<file path="config.mk">
export PLATFORM = sky130hd
export DESIGN_NAME = keyed_fifo_search
export DESIGN_NICKNAME = d
export VERILOG_FILES = /design/src/hw/rtl/kfs_pkg.sv /design/src/hw/rtl/kfs_ctrl.sv /design/src/hw/rtl/kfs_datapath.sv /design/src/hw/rtl/keyed_fifo_search.sv
export SDC_FILE = /design/constraint.sdc
export NUM_CORES = 1
export LEC_CHECK = 0
export ABC_AREA = 1
export BUFFER_PORTS_ARGS = -buffer_cell sky130_fd_sc_hd__buf_2
export CELL_PAD_IN_SITES_DETAIL_PLACEMENT = 1
export CELL_PAD_IN_SITES_GLOBAL_PLACEMENT = 1
export CORE_AREA = 4 4 211 234
export CTS_CLUSTER_DIAMETER = 50
export DETAILED_ROUTE_END_ITERATION = 6
export DIE_AREA = 0 0 215 238
export GPL_ROUTABILITY_DRIVEN = 1
export MAX_ROUTING_LAYER = met4
export PLACE_DENSITY = 0.89
export SLEW_MARGIN = 20
export SYNTH_ARGS = -nofsm -noshare
export SYNTH_HDL_FRONTEND = slang
export SYNTH_SLANG_ARGS = --single-unit
</file>
<file path="constraint.sdc">
create_clock -name clk_i -period 7.55 [get_ports clk_i]
set_input_delay 1.1325 -clock clk_i [delete_from_list [all_inputs] [get_ports clk_i]]
set_output_delay 1.1325 -clock clk_i [all_outputs]
set_load 0.02 [all_outputs]
</file>
<file path="src/hw/rtl/kfs_pkg.sv">
// ----------------------------------------------------------------------------
// kfs_pkg: shared types and constants of the keyed FIFO search block
// Request and status codes, field widths, controller states and the
// command/status structs that join the controller and the datapath.
// ----------------------------------------------------------------------------
package kfs_pkg;

  // Default parameter values.
  localparam int DEF_QUEUE_DEPTH = 16;
  localparam int DEF_KEY_BITS    = 16;
  localparam int DEF_VALUE_BITS  = 16;

  // Fixed widths of the stream fields.
  localparam int REQ_BITS         = 2;
  localparam int KEY_FIELD_BITS   = 16;
  localparam int VALUE_FIELD_BITS = 16;
  localparam int STATUS_BITS      = 2;
  localparam int OCC_BITS         = 5;
  localparam int IN_TDATA_BITS    = 32;
  localparam int OUT_TDATA_BITS   = 24;

  typedef enum logic [REQ_BITS-1:0] {
    REQ_APPEND = 2'd0,
    REQ_FIND   = 2'd1,
    REQ_POP    = 2'd2,
    REQ_CLEAR  = 2'd3
  } kfs_req_e;

  typedef enum logic [STATUS_BITS-1:0] {
    ST_OK    = 2'd0,
    ST_MISS  = 2'd1,
    ST_FULL  = 2'd2,
    ST_EMPTY = 2'd3
  } kfs_status_e;

  typedef enum logic [1:0] {
    S_IDLE,
    S_EXEC,
    S_SEARCH,
    S_DONE
  } kfs_state_e;

  typedef struct packed {
    logic load;
    logic step;
    logic commit;
  } kfs_cmd_t;

  typedef struct packed {
    logic is_find;
    logic search_done;
  } kfs_stat_t;

endpackage

</file>
<file path="src/hw/rtl/kfs_ctrl.sv">
// ----------------------------------------------------------------------------
// kfs_ctrl: request sequencer
// Accepts one request at a time, runs the search when asked and commits
// the result into the output register once that register is free.
// ----------------------------------------------------------------------------
module kfs_ctrl (
  input  logic                clk_i,
  input  logic                rst_ni,
  input  logic                in_valid_i,
  output logic                in_ready_o,
  output logic                out_valid_o,
  input  logic                out_ready_i,
  input  kfs_pkg::kfs_stat_t  stat_i,
  output kfs_pkg::kfs_cmd_t   cmd_o
);

  kfs_pkg::kfs_state_e state_q, state_d;
  logic                out_valid_q, out_valid_d;
  logic                out_free;

  assign out_free = !out_valid_q || out_ready_i;

  always_ff @(posedge clk_i or negedge rst_ni) begin
    if (!rst_ni) begin
      state_q     <= kfs_pkg::S_IDLE;
      out_valid_q <= 1'b0;
    end else begin
      state_q     <= state_d;
      out_valid_q <= out_valid_d;
    end
  end

  always_comb begin
    state_d    = state_q;
    cmd_o      = '0;
    in_ready_o = 1'b0;
    unique case (state_q)
      kfs_pkg::S_IDLE: begin
        in_ready_o = 1'b1;
        if (in_valid_i) begin
          cmd_o.load = 1'b1;
          state_d    = kfs_pkg::S_EXEC;
        end
      end
      kfs_pkg::S_EXEC: begin
        if (stat_i.is_find) begin
          state_d = kfs_pkg::S_SEARCH;
        end else if (out_free) begin
          cmd_o.commit = 1'b1;
          state_d      = kfs_pkg::S_IDLE;
        end
      end
      kfs_pkg::S_SEARCH: begin
        cmd_o.step = 1'b1;
        if (stat_i.search_done) begin
          state_d = kfs_pkg::S_DONE;
        end
      end
      kfs_pkg::S_DONE: begin
        if (out_free) begin
          cmd_o.commit = 1'b1;
          state_d      = kfs_pkg::S_IDLE;
        end
      end
      default: begin
        state_d = kfs_pkg::S_IDLE;
      end
    endcase
  end

  // A commit always finds the register free, so it simply sets valid.
  assign out_valid_d = cmd_o.commit || (out_valid_q && !out_ready_i);
  assign out_valid_o = out_valid_q;

endmodule

</file>
<file path="src/hw/rtl/kfs_datapath.sv">
// ----------------------------------------------------------------------------
// kfs_datapath: ring storage, search pipeline and result register
// Holds the key and value memories, head pointer and entry count, walks
// the ring one entry a cycle for a find, and forms each result.
// ----------------------------------------------------------------------------
module kfs_datapath #(
  parameter int QUEUE_DEPTH = kfs_pkg::DEF_QUEUE_DEPTH,
  parameter int KEY_BITS    = kfs_pkg::DEF_KEY_BITS,
  parameter int VALUE_BITS  = kfs_pkg::DEF_VALUE_BITS
) (
  input  logic                                  clk_i,
  input  logic                                  rst_ni,
  input  kfs_pkg::kfs_cmd_t                     cmd_i,
  output kfs_pkg::kfs_stat_t                    stat_o,
  input  logic [kfs_pkg::REQ_BITS-1:0]          req_type_i,
  input  logic [kfs_pkg::KEY_FIELD_BITS-1:0]    entry_key_i,
  input  logic [kfs_pkg::VALUE_FIELD_BITS-1:0]  entry_value_i,
  output logic [kfs_pkg::STATUS_BITS-1:0]       status_o,
  output logic [kfs_pkg::VALUE_FIELD_BITS-1:0]  found_value_o,
  output logic [kfs_pkg::OCC_BITS-1:0]          occupancy_o
);

  // Bits above the stream field width are always zero, so they are not stored.
  localparam int KW = (KEY_BITS < kfs_pkg::KEY_FIELD_BITS) ?
                      KEY_BITS : kfs_pkg::KEY_FIELD_BITS;
  localparam int VW = (VALUE_BITS < kfs_pkg::VALUE_FIELD_BITS) ?
                      VALUE_BITS : kfs_pkg::VALUE_FIELD_BITS;
  localparam int PW = $clog2(QUEUE_DEPTH);
  localparam int CW = $clog2(QUEUE_DEPTH + 1);

  logic [KW-1:0] key_mem [QUEUE_DEPTH];
  logic [VW-1:0] val_mem [QUEUE_DEPTH];

  kfs_pkg::kfs_req_e req_type_q;
  logic [KW-1:0]     req_key_q;
  logic [VW-1:0]     req_val_q;

  logic [PW-1:0] head_q;
  logic [CW-1:0] count_q;
  logic [CW-1:0] idx_q;
  logic [PW-1:0] ptr_q;
  logic          rd_valid_q;
  logic [KW-1:0] rd_key_q;
  logic [VW-1:0] rd_val_q;
  logic          hit_q;
  logic [VW-1:0] found_q;

  logic          issue;
  logic          more;
  logic          match;
  logic          full;
  logic          empty;
  logic [PW:0]   tail_sum;
  logic [PW-1:0] tail;
  logic [PW-1:0] head_inc;
  logic [PW-1:0] ptr_inc;

  kfs_pkg::kfs_status_e                 status_c;
  logic signed [VW-1:0]                 found_s;
  logic signed [kfs_pkg::VALUE_FIELD_BITS-1:0] value_c;
  logic [PW-1:0]                        head_c;
  logic [CW-1:0]                        count_c;

  assign more  = idx_q < count_q;
  assign issue = cmd_i.step && more;
  assign match = rd_valid_q && (rd_key_q == req_key_q);
  assign full  = count_q == CW'(QUEUE_DEPTH);
  assign empty = count_q == '0;

  assign stat_o.is_find     = req_type_q == kfs_pkg::REQ_FIND;
  assign stat_o.search_done = match || (!rd_valid_q && !more);

  // The tail stays below twice the depth, so one subtract wraps it.
  assign tail_sum = (PW+1)'(head_q) + (PW+1)'(count_q);
  assign tail     = (tail_sum >= (PW+1)'(QUEUE_DEPTH)) ?
                    PW'(tail_sum - (PW+1)'(QUEUE_DEPTH)) : PW'(tail_sum);
  assign head_inc = (head_q == PW'(QUEUE_DEPTH - 1)) ? '0 : head_q + 1'b1;
  assign ptr_inc  = (ptr_q == PW'(QUEUE_DEPTH - 1)) ? '0 : ptr_q + 1'b1;

  assign found_s = found_q;

  always_comb begin
    status_c = kfs_pkg::ST_OK;
    value_c  = '0;
    head_c   = head_q;
    count_c  = count_q;
    unique case (req_type_q)
      kfs_pkg::REQ_APPEND: begin
        if (full) begin
          status_c = kfs_pkg::ST_FULL;
        end else begin
          count_c = count_q + 1'b1;
        end
      end
      kfs_pkg::REQ_FIND: begin
        if (hit_q) begin
          value_c = kfs_pkg::VALUE_FIELD_BITS'(found_s);
        end else begin
          status_c = kfs_pkg::ST_MISS;
        end
      end
      kfs_pkg::REQ_POP: begin
        if (empty) begin
          status_c = kfs_pkg::ST_EMPTY;
        end else begin
          head_c  = head_inc;
          count_c = count_q - 1'b1;
        end
      end
      kfs_pkg::REQ_CLEAR: begin
        head_c  = '0;
        count_c = '0;
      end
      default: begin
        status_c = kfs_pkg::ST_OK;
      end
    endcase
  end

  always_ff @(posedge clk_i or negedge rst_ni) begin
    if (!rst_ni) begin
      head_q     <= '0;
      count_q    <= '0;
      idx_q      <= '0;
      ptr_q      <= '0;
      rd_valid_q <= 1'b0;
      hit_q      <= 1'b0;
    end else begin
      if (cmd_i.load) begin
        idx_q      <= '0;
        ptr_q      <= head_q;
        rd_valid_q <= 1'b0;
        hit_q      <= 1'b0;
      end else if (cmd_i.step) begin
        rd_valid_q <= more;
        if (more) begin
          idx_q <= idx_q + 1'b1;
          ptr_q <= ptr_inc;
        end
        if (match) begin
          hit_q <= 1'b1;
        end
      end
      if (cmd_i.commit) begin
        head_q  <= head_c;
        count_q <= count_c;
      end
    end
  end

  always_ff @(posedge clk_i) begin
    if (cmd_i.load) begin
      req_type_q <= kfs_pkg::kfs_req_e'(req_type_i);
      req_key_q  <= entry_key_i[KW-1:0];
      req_val_q  <= entry_value_i[VW-1:0];
    end
    if (issue) begin
      rd_key_q <= key_mem[ptr_q];
      rd_val_q <= val_mem[ptr_q];
    end
    if (cmd_i.step && match) begin
      found_q <= rd_val_q;
    end
    if (cmd_i.commit && (req_type_q == kfs_pkg::REQ_APPEND) && !full) begin
      key_mem[tail] <= req_key_q;
      val_mem[tail] <= req_val_q;
    end
    if (cmd_i.commit) begin
      status_o      <= status_c;
      found_value_o <= value_c;
      occupancy_o   <= kfs_pkg::OCC_BITS'(count_c);
    end
  end

endmodule

</file>
<file path="src/hw/rtl/keyed_fifo_search.sv">
// ----------------------------------------------------------------------------
// keyed_fifo_search: insertion-ordered key/value queue with key search
// Top level joining the request sequencer and the ring datapath.
// ----------------------------------------------------------------------------
// Usage. Requests arrive on the slave stream: s_tuser_i carries the request
// kind (append, find, pop, clear) and s_tdata_i the key and the value. Each
// accepted beat yields exactly one result beat on the master stream with a
// status, the found value and the occupancy after the request.
//
// Throughput. One request is in work at a time. Append, pop and clear pass
// from the execute state straight into the output register. A find walks
// the ring from the head through the single read port of the key memory,
// one entry a cycle, and stops at the first match. A new request is taken
// only once the last one has committed its result.
//
// Reset clears the head pointer, the entry count and all handshake state;
// the stored entries are not cleared and are only read once written. When
// the receiver stalls, the finished result waits in the output register and
// the next request is still accepted and worked on; only its commit waits.
// ----------------------------------------------------------------------------
module keyed_fifo_search #(
  parameter int QUEUE_DEPTH = kfs_pkg::DEF_QUEUE_DEPTH,
  parameter int KEY_BITS    = kfs_pkg::DEF_KEY_BITS,
  parameter int VALUE_BITS  = kfs_pkg::DEF_VALUE_BITS
) (
  input  logic                                clk_i,
  input  logic                                rst_ni,
  input  logic                                s_tvalid_i,
  output logic                                s_tready_o,
  // [15:0] entry_key, [31:16] entry_value
  input  logic [kfs_pkg::IN_TDATA_BITS-1:0]   s_tdata_i,
  // [1:0] req_type
  input  logic [kfs_pkg::REQ_BITS-1:0]        s_tuser_i,
  output logic                                m_tvalid_o,
  input  logic                                m_tready_i,
  // [1:0] status, [17:2] found_value, [22:18] occupancy, [23] zero
  output logic [kfs_pkg::OUT_TDATA_BITS-1:0]  m_tdata_o
);

  kfs_pkg::kfs_cmd_t  cmd;
  kfs_pkg::kfs_stat_t stat;

  logic [kfs_pkg::STATUS_BITS-1:0]      status;
  logic [kfs_pkg::VALUE_FIELD_BITS-1:0] found_value;
  logic [kfs_pkg::OCC_BITS-1:0]         occupancy;

  // The sequencer decides when a beat is taken and when a result commits.
  kfs_ctrl u_ctrl (
    .clk_i       (clk_i),
    .rst_ni      (rst_ni),
    .in_valid_i  (s_tvalid_i),
    .in_ready_o  (s_tready_o),
    .out_valid_o (m_tvalid_o),
    .out_ready_i (m_tready_i),
    .stat_i      (stat),
    .cmd_o       (cmd)
  );

  // The datapath owns the ring, the search pipeline and the result register.
  kfs_datapath #(
    .QUEUE_DEPTH (QUEUE_DEPTH),
    .KEY_BITS    (KEY_BITS),
    .VALUE_BITS  (VALUE_BITS)
  ) u_datapath (
    .clk_i         (clk_i),
    .rst_ni        (rst_ni),
    .cmd_i         (cmd),
    .stat_o        (stat),
    .req_type_i    (s_tuser_i),
    .entry_key_i   (s_tdata_i[kfs_pkg::KEY_FIELD_BITS-1:0]),
    .entry_value_i (s_tdata_i[kfs_pkg::KEY_FIELD_BITS +: kfs_pkg::VALUE_FIELD_BITS]),
    .status_o      (status),
    .found_value_o (found_value),
    .occupancy_o   (occupancy)
  );

  // The spare top bit pads the result to whole bytes.
  assign m_tdata_o = {1'b0, occupancy, found_value, status};

endmodule

</file>
* Word-level counts from Yosys, hierarchy flattened
Memory sizes are Yosys's and may differ from the RTL's. A register that Yosys moved wholly into a read port is not among the register bits. Index checks and enable logic that the tools add are counted. Widths: inputs -> output; s select.
Cells by class: add/subtract/negate cells 7, multiplexer cells 37, reductions and logical operators 27, $lt $le $gt $ge 2, equal/unequal tests 13
Operators by type and width (number):
- $mux 4 | 7
- $mux 5 | 5
- $eq 16x16->1 | 1
- $pmux 5 s3 | 1
- $mux 1 | 14
- $mux 2 | 6
- $add 5x1->5 const B | 2
- $add 4x1->4 const B | 2
- $eq 2x2->1 const B | 4
- $eq 4x4->1 const B | 2
- $pmux 2 s4 | 1
- $pmux 4 s2 | 1
- $reduce_and 2->1 | 4
- $reduce_bool 2->1 | 4
- $logic_and 1x1->1 | 7
- $ne 2x2->1 const B | 3
- $pmux 2 s3 | 1
- $add 4x5->5 | 1
- $eq 5x5->1 const B | 1
- $ge 5x5->1 const B | 1
- $logic_not 1->1 | 5
- $logic_not 5->1 | 1
- $lt 5x5->1 | 1
- $sub 5x1->5 const B | 1
- 6 further kinds | 10
Word-level totals: bits of input ports 38, register bits after elaboration 96, output and inout port bits 26, word-level logic and storage cells 103, bits in writable memories 512, memories 2
Memories:
- u_datapath.key_mem | depth 16, bits a word 16, read ports 1, clocked after Yosys merged registers in 1, write ports 1, line kfs_datapath.sv:31 | logic [KW-1:0] key_mem [QUEUE_DEPTH];
- u_datapath.val_mem | depth 16, bits a word 16, read ports 1, clocked after Yosys merged registers in 1, write ports 1, line kfs_datapath.sv:32 | logic [VW-1:0] val_mem [QUEUE_DEPTH];

* Logic depth before layout (Yosys ltp)
Gate-level depths: netlist (run 1).
word-level depth 9, gate-level depth with buffers 11, gate-level depth less buffers 11

* Modules after synthesis
A second synthesis (run 1) with hierarchy kept.
Second synthesis, totals: cell total of the unflattened synthesis 2032, area, all modules 25710.9 µm²
Modules (own cells, without submodules):
- kfs_datapath | sequential area each 19028.2 µm², area each 25542.0 µm², times used 1, cells each 2007
- kfs_ctrl | sequential area each 75.1 µm², area each 157.7 µm², times used 1, cells each 23
- keyed_fifo_search | sequential area each 0.0 µm², area each 11.3 µm², times used 1, cells each 2

* Worst setup path before layout (run 1)
OpenSTA, ideal clock, no wires.
path type in2reg, start input port m_tready_i, end memory u_datapath.key_mem[0][0] in the netlist's numbering, enable pin, required time 7.129 ns, stages on the path 6, setup time 0.421 ns, buffers on the path 0, arrival time 3.068 ns, slack 4.061 ns, cells stage by stage inv_1 > nand2_1 > nand3_4 > nor2_4 > nand3_1 > nor2_1
Between the ends: cells in the longest elaborated chain, start to end 8
Ends and longest elaborated chain:
- start, declared | line keyed_fifo_search.sv:35 | input logic m_tready_i,
- $logic_or 1x1->1 * | line kfs_ctrl.sv:21 | assign out_free = !out_valid_q || out_ready_i;
- $mux 1 * | line kfs_ctrl.sv:48, kfs_ctrl.sv:60
- $mux 1 | line kfs_ctrl.sv:46 | if (stat_i.is_find) begin
- $pmux 1 s2 * | line kfs_ctrl.sv:37 | unique case (state_q)
- $logic_and 1x1->1 * (2 in series) | line kfs_datapath.sv:164 | if (cmd_i.commit && (req_type_q == kfs_pkg::REQ_APPEND) && !full) begin
- $mux 1 * | line kfs_datapath.sv:164
- $mux 1 (implied by the code) * | line kfs_datapath.sv:165 | key_mem[tail] <= req_key_q;
- end, declared | line kfs_datapath.sv:31
Every way passes the cells marked *; elsewhere a longest branch is shown, timed or not.

==> flow_metrics.py, run 1 <==
metrics = {
    "cells_and_area": {
        "final_cell_mix": "edfxtp_1, nor2_1, o21ai_0",
        "final_layout_size_suffix_gt1_frac": 0.114,
        "fillers": 4503,
        "area_growth_pct": 12.3,
        "insertedDiodeCount": 0,
        "final_common_cell": "edfxtp_1",
        "final_cells": 2665,
        "multi_input_area_um2": 5720,
        "finalInstanceArea_um2": 28700,
        "nets": 2062,
        "regArea_um2": 19100,
    },
    "placed_design": {
        "preCtsSetupSlack_ns": 3.90,
        "io_buffers": 62,
        "hpwlAfterDp_mm": 40.3,
        "placed_area_um2": 26400,
        "placed_cells": 2538,
        "place_congestion": 0.820,
    },
    "run_status": {
        "status": "complete, no violations",
    },
    "global_routing": {
        "grt_pass1_wl_mm": 112,
        "antenna_found_initial": 2,
        "use_met3": 0.0525,
        "top_usage_layer": "met2",
        "grt_overflow": 0,
        "met1_usage": 0.359,
        "grt_use_total": 0.299,
        "grt_start_max_net_pins": 129,
        "use_met2": 0.499,
        "grt_pass1_vias": 18182,
    },
    "clock_tree": {
        "root_buffer": "clkbuf_16",
        "cts_resized": 0,
        "clock-sinks": 640,
        "cts_hold_buf": 0,
        "cts_tree": "done",
        "cts_buffer_depth": 3,
        "path_clk_slew_ns": 0.06,
        "cts_buffers": 67,
        "post_cts_buffers": 0,
        "clk_latency_ns": 0.63,
        "htreeDepth": 3,
    },
    "timing": {
        "fin_crit_ns": 3.71,
        "rsz0062_at_grt": "false",
        "final-hold-violation-count": 0,
        "period_share": 0.492,
        "final.setup.tns_ns": 0,
        "finalSetupViolCount": 0,
        "timing.fmax_mhz": 269,
        "fin_ws_ns": 3.84,
        "report.final.slew_viol_count": 0,
        "slew_headroom": 0.214,
        "fin_skew_ns": 0.0405,
        "tightest_slew_ns": 1.18,
    },
    "pwr": {
        "p_per_area_nw_per_um2": 385,
        "power_uw": 11000,
        "ir_drop_uv": 223,
        "power_leakage_uw": 0.00974,
    },
    "detailed_routing": {
        "drt_first_pass_iters": 6,
        "vias_per_cell": 6.41,
        "drc": 0,
        "routedWlPerCell_um": 28.5,
        "num_vias": 17074,
        "drtAntennaViolNets": 0,
        "drt_iter0_drc": 2187,
        "wl_mm": 76.0,
    },
    "floorplanning": {
        "num_io_pins": 64,
        "rows": 84,
        "die_area_um2": 51200,
        "fp.dieW_um": 215,
        "start_util": 0.541,
        "die_h_um": 238,
        "core_area_um2": 47200,
    },
    "setup_path": {
        "crit_path_start_kind": "register",
        "cp.required_ns": 8.02,
        "cp-end-kind": "register",
        "arrival_ns": 4.19,
        "setup.worst_path.class": "reg -> reg",
        "cp_max_fo": 128,
    },
    "yosys": {
        "ys_seq_area_frac": 0.748,
        "yosys_register_bits": 640,
        "synth.distinct_cells": 44,
        "synth-main-ff-cell": "edfxtp_1",
        "syn_inst": 1960,
        "async_flop_share": 0.0359,
        "synth_edf_count": 617,
        "synth_area_um2": 25500,
        "yosys_warnings": 0,
        "post_synth.cell_area_avg_um2": 13.0,
        "syn_nets": 2011,
    },
    "min_path": {
        "hold_class": "reg -> reg",
    },
    "run": {
        "drv_cap": 0,
    },
}
==> power breakdown <==
group | switching (µW) | internal [µW] | total (µW)
sequential | 405 | 4380 | 4790
clock | 1440 | 1880 | 3320
combinational | 2170 | 766 | 2930
total | 4010 | 7020 | 11000
==> layout make-up <==
| cell class | count | share of cell area |
|---|---|---|
| clock inverter | 43 | 0.0143 |
| timing repair buffer | 92 | 0.0242 |
| sequential | 640 | 0.666 |
| tap | 602 | 0.0263 |
| inverter | 68 | 0.00925 |
| clock buffer | 78 | 0.0606 |
| multi-input combinational | 1142 | 0.199 |
==> per-layer routing <==
| metal | routed length (µm) | vias to the layer above |
|---|---|---|
| met4 | 3100 | 0 |
| met3 | 6200 | 211 |
| met1 | 27700 | 8703 |
| met2 | 39000 | 966 |
| met5 | 0 | - |
| li1 | - | 7194 |
==> sequential cells by signal, indices dropped and copies added (netlist names), 4 cells and up <==
name / flops
u_datapath.req_key_q: 16
u_datapath.val_mem: 256
u_datapath.idx_q: 5
u_datapath.occupancy_o: 5
u_datapath.rd_key_q: 16
u_datapath.ptr_q: 4
u_datapath.head_q: 4
u_datapath.rd_val_q: 16
u_datapath.found_q: 16
u_datapath.found_value_o: 16
u_datapath.req_val_q: 16
u_datapath.key_mem: 256
u_datapath.count_q: 5
==> per-stage QoR <==
stage / hold slack, ns / utilization
final: 0.433 / 0.608
after global routing: 0.431 / 0.608
after CTS: 0.421 / 0.605
after detailed placement: 0.412 / 0.559
after global placement: 0.403 / 0.558
after floorplan: 0.400 / -
==> worst max-delay path, cell delays in order, from the launching register on <==
cell,delay (ns)
dfrtp_4,0.84
inv_6,0.90
buf_4,0.77
nor2_1,0.19
nor2_1,0.24
o21ai_0,0.16
o211ai_1,0.14
nand3_1,0.12
nand2_1,0.14
==> path summary, 6_finish.rpt <==
| check | from | end | slack (ns) | cells past startpoint |
|---|---|---|---|---|
| worst max-delay path | u_datapath.ptr_q[0]$_DFFE_PN0P_ | u_datapath.rd_val_q[6]$_DFFE_PP_ | 3.84 | 8 |
| worst min-delay path | u_datapath.rd_val_q[0]$_DFFE_PP_ | u_datapath.found_q[0]$_DFFE_PP_ | 0.43 | 0 |
| worst max register to register | u_datapath.ptr_q[0]$_DFFE_PN0P_ | u_datapath.rd_val_q[6]$_DFFE_PP_ | 3.84 | 8 |
| worst min register to register | u_datapath.rd_val_q[0]$_DFFE_PP_ | u_datapath.found_q[0]$_DFFE_PP_ | 0.43 | 0 |
| max in group asynchronous | rst_ni | u_datapath.ptr_q[1]$_DFFE_PN0P_ | 6.59 | 1 |
| min in group asynchronous | rst_ni | u_datapath.count_q[4]$_DFFE_PN0P_ | 0.50 | 1 |
==> Yosys cell counts, types with 2 or more instances <==
cell type  count  area [µm²]
dfrtp_1       23         576
buf_2         34         170
xnor2_1        7        61.3
buf_4         15         113
inv_1         58         218
xor2_1         8        70.1
nand2_1      144         541
nor3_1         2        10.0
o21ai_1       12        60.1
edfxtp_1     617       18500
clkbuf_2       4        20.0
buf_6          9         101
nor2_1       434        1630
inv_2          7        26.3
nand4_1        2        12.5
clkbuf_1      47         176
nor2_2         2        12.5
nand3_1       92         460
o22ai_1        2        12.5
a21oi_1        7        35.0
o21ai_0      265        1330
or2_2          3        18.8
nor2_4         3        33.8
o211ai_1     118         886
ha_1          12         150
o221ai_1      11        96.3
nand3_4        3        52.6
nand2_4        2        22.5
nand2_2        2        12.5
==> logic make-up (layout without fill, tap and decap cells) <==
group,after synthesis,count (layout),synth area share
flops,640,640,0.748
buf+inv,178,281,0.0332
other cells,1,1,0.000147
fa+ha+maj,13,13,0.00666
xor+xnor,15,15,0.00514
simple gates,694,694,0.111
compound gates,419,419,0.0957
(Power assumes the default switching activity.)
==> run 2: changes to the inputs <==
--- a/config.mk
+++ b/config.mk
@@ -9,13 +9,13 @@
 export BUFFER_PORTS_ARGS = -buffer_cell sky130_fd_sc_hd__buf_2
 export CELL_PAD_IN_SITES_DETAIL_PLACEMENT = 1
 export CELL_PAD_IN_SITES_GLOBAL_PLACEMENT = 1
-export CORE_AREA = 4 4 211 234
+export CORE_AREA = 4 4 217 240
 export CTS_CLUSTER_DIAMETER = 50
 export DETAILED_ROUTE_END_ITERATION = 6
-export DIE_AREA = 0 0 215 238
+export DIE_AREA = 0 0 221 244
 export GPL_ROUTABILITY_DRIVEN = 1
 export MAX_ROUTING_LAYER = met4
-export PLACE_DENSITY = 0.89
+export PLACE_DENSITY = 0.85
 export SLEW_MARGIN = 20
 export SYNTH_ARGS = -nofsm -noshare
 export SYNTH_HDL_FRONTEND = slang
==> constraint.sdc (replaced) <==
create_clock -name clk_i -period 3.8 [get_ports clk_i]
set_input_delay 0.57 -clock clk_i [delete_from_list [all_inputs] [get_ports clk_i]]
set_output_delay 0.57 -clock clk_i [all_outputs]
set_load 0.02 [all_outputs]
==> flow_metrics.py, run 2 (synthesis gave the netlist of run 1 again) <==
metrics = {
    "setup_path": {
        "path_cells": "ha_1 > fa_1 > xnor2_1 > nand2_1 > nor2_4 > buf_12",
        "crit_path_start_kind": "register",
        "cp_max_fo": 21,
        "cpMaxStageDelayCell": "nor2_4",
        "slowest_delay_ns": 0.63,
        "cp.required_ns": 4.09,
        "setup.worst_path.class": "reg -> reg",
        "cp-end-kind": "register",
        "arrival_ns": 3.34,
    },
    "clock_tree": {
        "post_cts_buffers": 0,
        "htreeDepth": 3,
        "path_clk_slew_ns": 0.06,
        "clk_latency_ns": 0.61,
        "cts_buffer_depth": 3,
        "cts_buffers": 68,
        "root_buffer": "clkbuf_16",
        "clock-sinks": 640,
        "cts_tree": "done",
    },
    "run_status": {
        "status": "complete, no violations",
    },
    "cells_and_area": {
        "largestRegisters": "u_datapath.key_mem: 256 flops, u_datapath.val_mem: 256 flops",
        "nets": 2077,
        "final_cell_mix": "edfxtp_1, nor2_1, o21ai_0",
        "final_common_cell": "edfxtp_1",
        "insertedDiodeCount": 0,
        "finalInstanceArea_um2": 28800,
        "area_growth_pct": 12.5,
        "final_layout_size_suffix_gt1_frac": 0.121,
    },
    "min_path": {
        "hold_class": "in -> reg",
    },
    "placed_design": {
        "place_congestion": 0.835,
        "io_buffers": 62,
        "hpwlAfterDp_mm": 41.4,
        "placed_area_um2": 26700,
    },
    "pwr": {
        "p_per_area_nw_per_um2": 751,
        "p_int_uw": 13800,
        "p_comb_frac": 0.279,
        "power.switching_uw": 7800,
        "power_leakage_uw": 0.00977,
        "p_sw_frac": 0.362,
        "ir_drop_uv": 706,
        "pwr-share-clk": 0.290,
        "p_seq_frac": 0.431,
    },
    "floorplanning": {
        "die_h_um": 244,
        "die_area_um2": 53900,
        "core_area_um2": 49700,
        "num_io_pins": 64,
        "rows": 86,
        "fp.dieW_um": 221,
        "start_util": 0.514,
    },
    "global_routing": {
        "grt_pass1_vias": 18199,
        "grt_start_max_net_pins": 261,
        "grt_pass1_wl_mm": 110,
        "grt_use_total": 0.276,
        "grt_overflow": 0,
        "antenna_found_initial": 1,
    },
    "timing": {
        "report.final.slew_viol_count": 0,
        "rsz0062_at_grt": "false",
        "fin_skew_ns": 0.0316,
        "finalSetupViolCount": 0,
        "fin_crit_ns": 3.04,
        "final.setup.tns_ns": 0,
        "timing.fmax_mhz": 329,
        "period_share": 0.801,
        "slew_headroom": 0.159,
        "tightest_slew_ns": 1.26,
        "final-hold-violation-count": 0,
    },
    "detailed_routing": {
        "drc": 0,
        "wl_mm": 72.7,
        "routedWlPerCell_um": 26.6,
        "drtAntennaViolNets": 0,
        "drt_iter0_drc": 1747,
        "vias_per_cell": 6.16,
        "drt_first_pass_iters": 5,
        "num_vias": 16847,
    },
    "run": {
        "drv_cap": 0,
    },
}
## run 2: changes by cell type in the layout (fill, tap and decap cells not counted), moves of 2 or more
cell	previous run	this run
buf_4	21	33
buf_12	3	10
buf_16	6	0
clkinv_2	9	14
bufinv_16	6	2
clkbuf_1	10	7
inv_6	8	5
clkinv_8	1	3
## run 2: power groups by stage
stage,Clock [µW],Combinational (µW),Sequential [µW]
detailed placement,0,5840,9430
global route,6670,6560,9370
global placement,0,5390,9370
finish,6260,6010,9310
CTS,6330,6000,9300
floorplan,0,3860,9260
## run 2: cell type report
class | count | area (µm²)
clock inverters | 42 | 310
repair buffers | 106 | 768
multi-input cells | 1142 | 5720
well taps | 660 | 826
inverters | 68 | 265
clock buffers | 76 | 1750
fillers | 4893 | 21000
flip-flops and latches | 640 | 19100
## run 2: critical path: cells and delay by family (launching register included)
kind / cells / cell delay (ns)
buffers and inverters: 1 / 0.29
adders and majority gates: 2 / 0.64
xor gates and xnor gates: 1 / 0.37
and+or+nand+nor: 2 / 1.00
DFF: 1 / 0.43
## run 2: final timing paths
kind / from / to / slack, ns / cells past startpoint
min reg2reg: u_datapath.rd_val_q[0]$_DFFE_PP_ / u_datapath.found_q[0]$_DFFE_PP_ / 0.42 / 0
max: u_datapath.count_q[0]$_DFFE_PN0P_ / u_datapath.val_mem[10][8]$_DFFE_PP_ / 0.76 / 6
min in group asynchronous: rst_ni / u_datapath.count_q[4]$_DFFE_PN0P_ / 0.51 / 2
min: s_tdata_i[29] / u_datapath.req_val_q[13]$_DFFE_PP_ / 0.14 / 1
max reg2reg: u_datapath.count_q[0]$_DFFE_PN0P_ / u_datapath.val_mem[10][8]$_DFFE_PP_ / 0.76 / 6
max in group asynchronous: rst_ni / u_datapath.ptr_q[0]$_DFFE_PN0P_ / 2.85 / 2
## run 2: repair_timing
action | 4_1_cts | 5_1_grt
resized for setup | 0 | 0
hold buffers | 1 | 0
hold endpoints to repair | 23 | 0
## run 2: layer usage
metal,vias up,GRT usage,part of all wire
met3,193,0.0480,0.079
met4,0,0.123,0.043
met1,8526,0.331,0.37
met2,904,0.462,0.51
li1,7224,-,-
met5,-,-,0
## run 2: metrics by stage
stage          total power [µW]   util  setup WS [ns]  hold WS, ns  cells
4_1_cts                   21600  0.578          0.793        0.108   2734
5_1_grt                   22600  0.578          0.624        0.124   2734
3_3_place_gp              14800  0.537          0.987        0.402   2615
3_5_place_dp              15300  0.537          0.838        0.405   2615
2_1_floorplan             13100      -          0.636        0.274   1960
6_report                  21600  0.578          0.756        0.135   2734
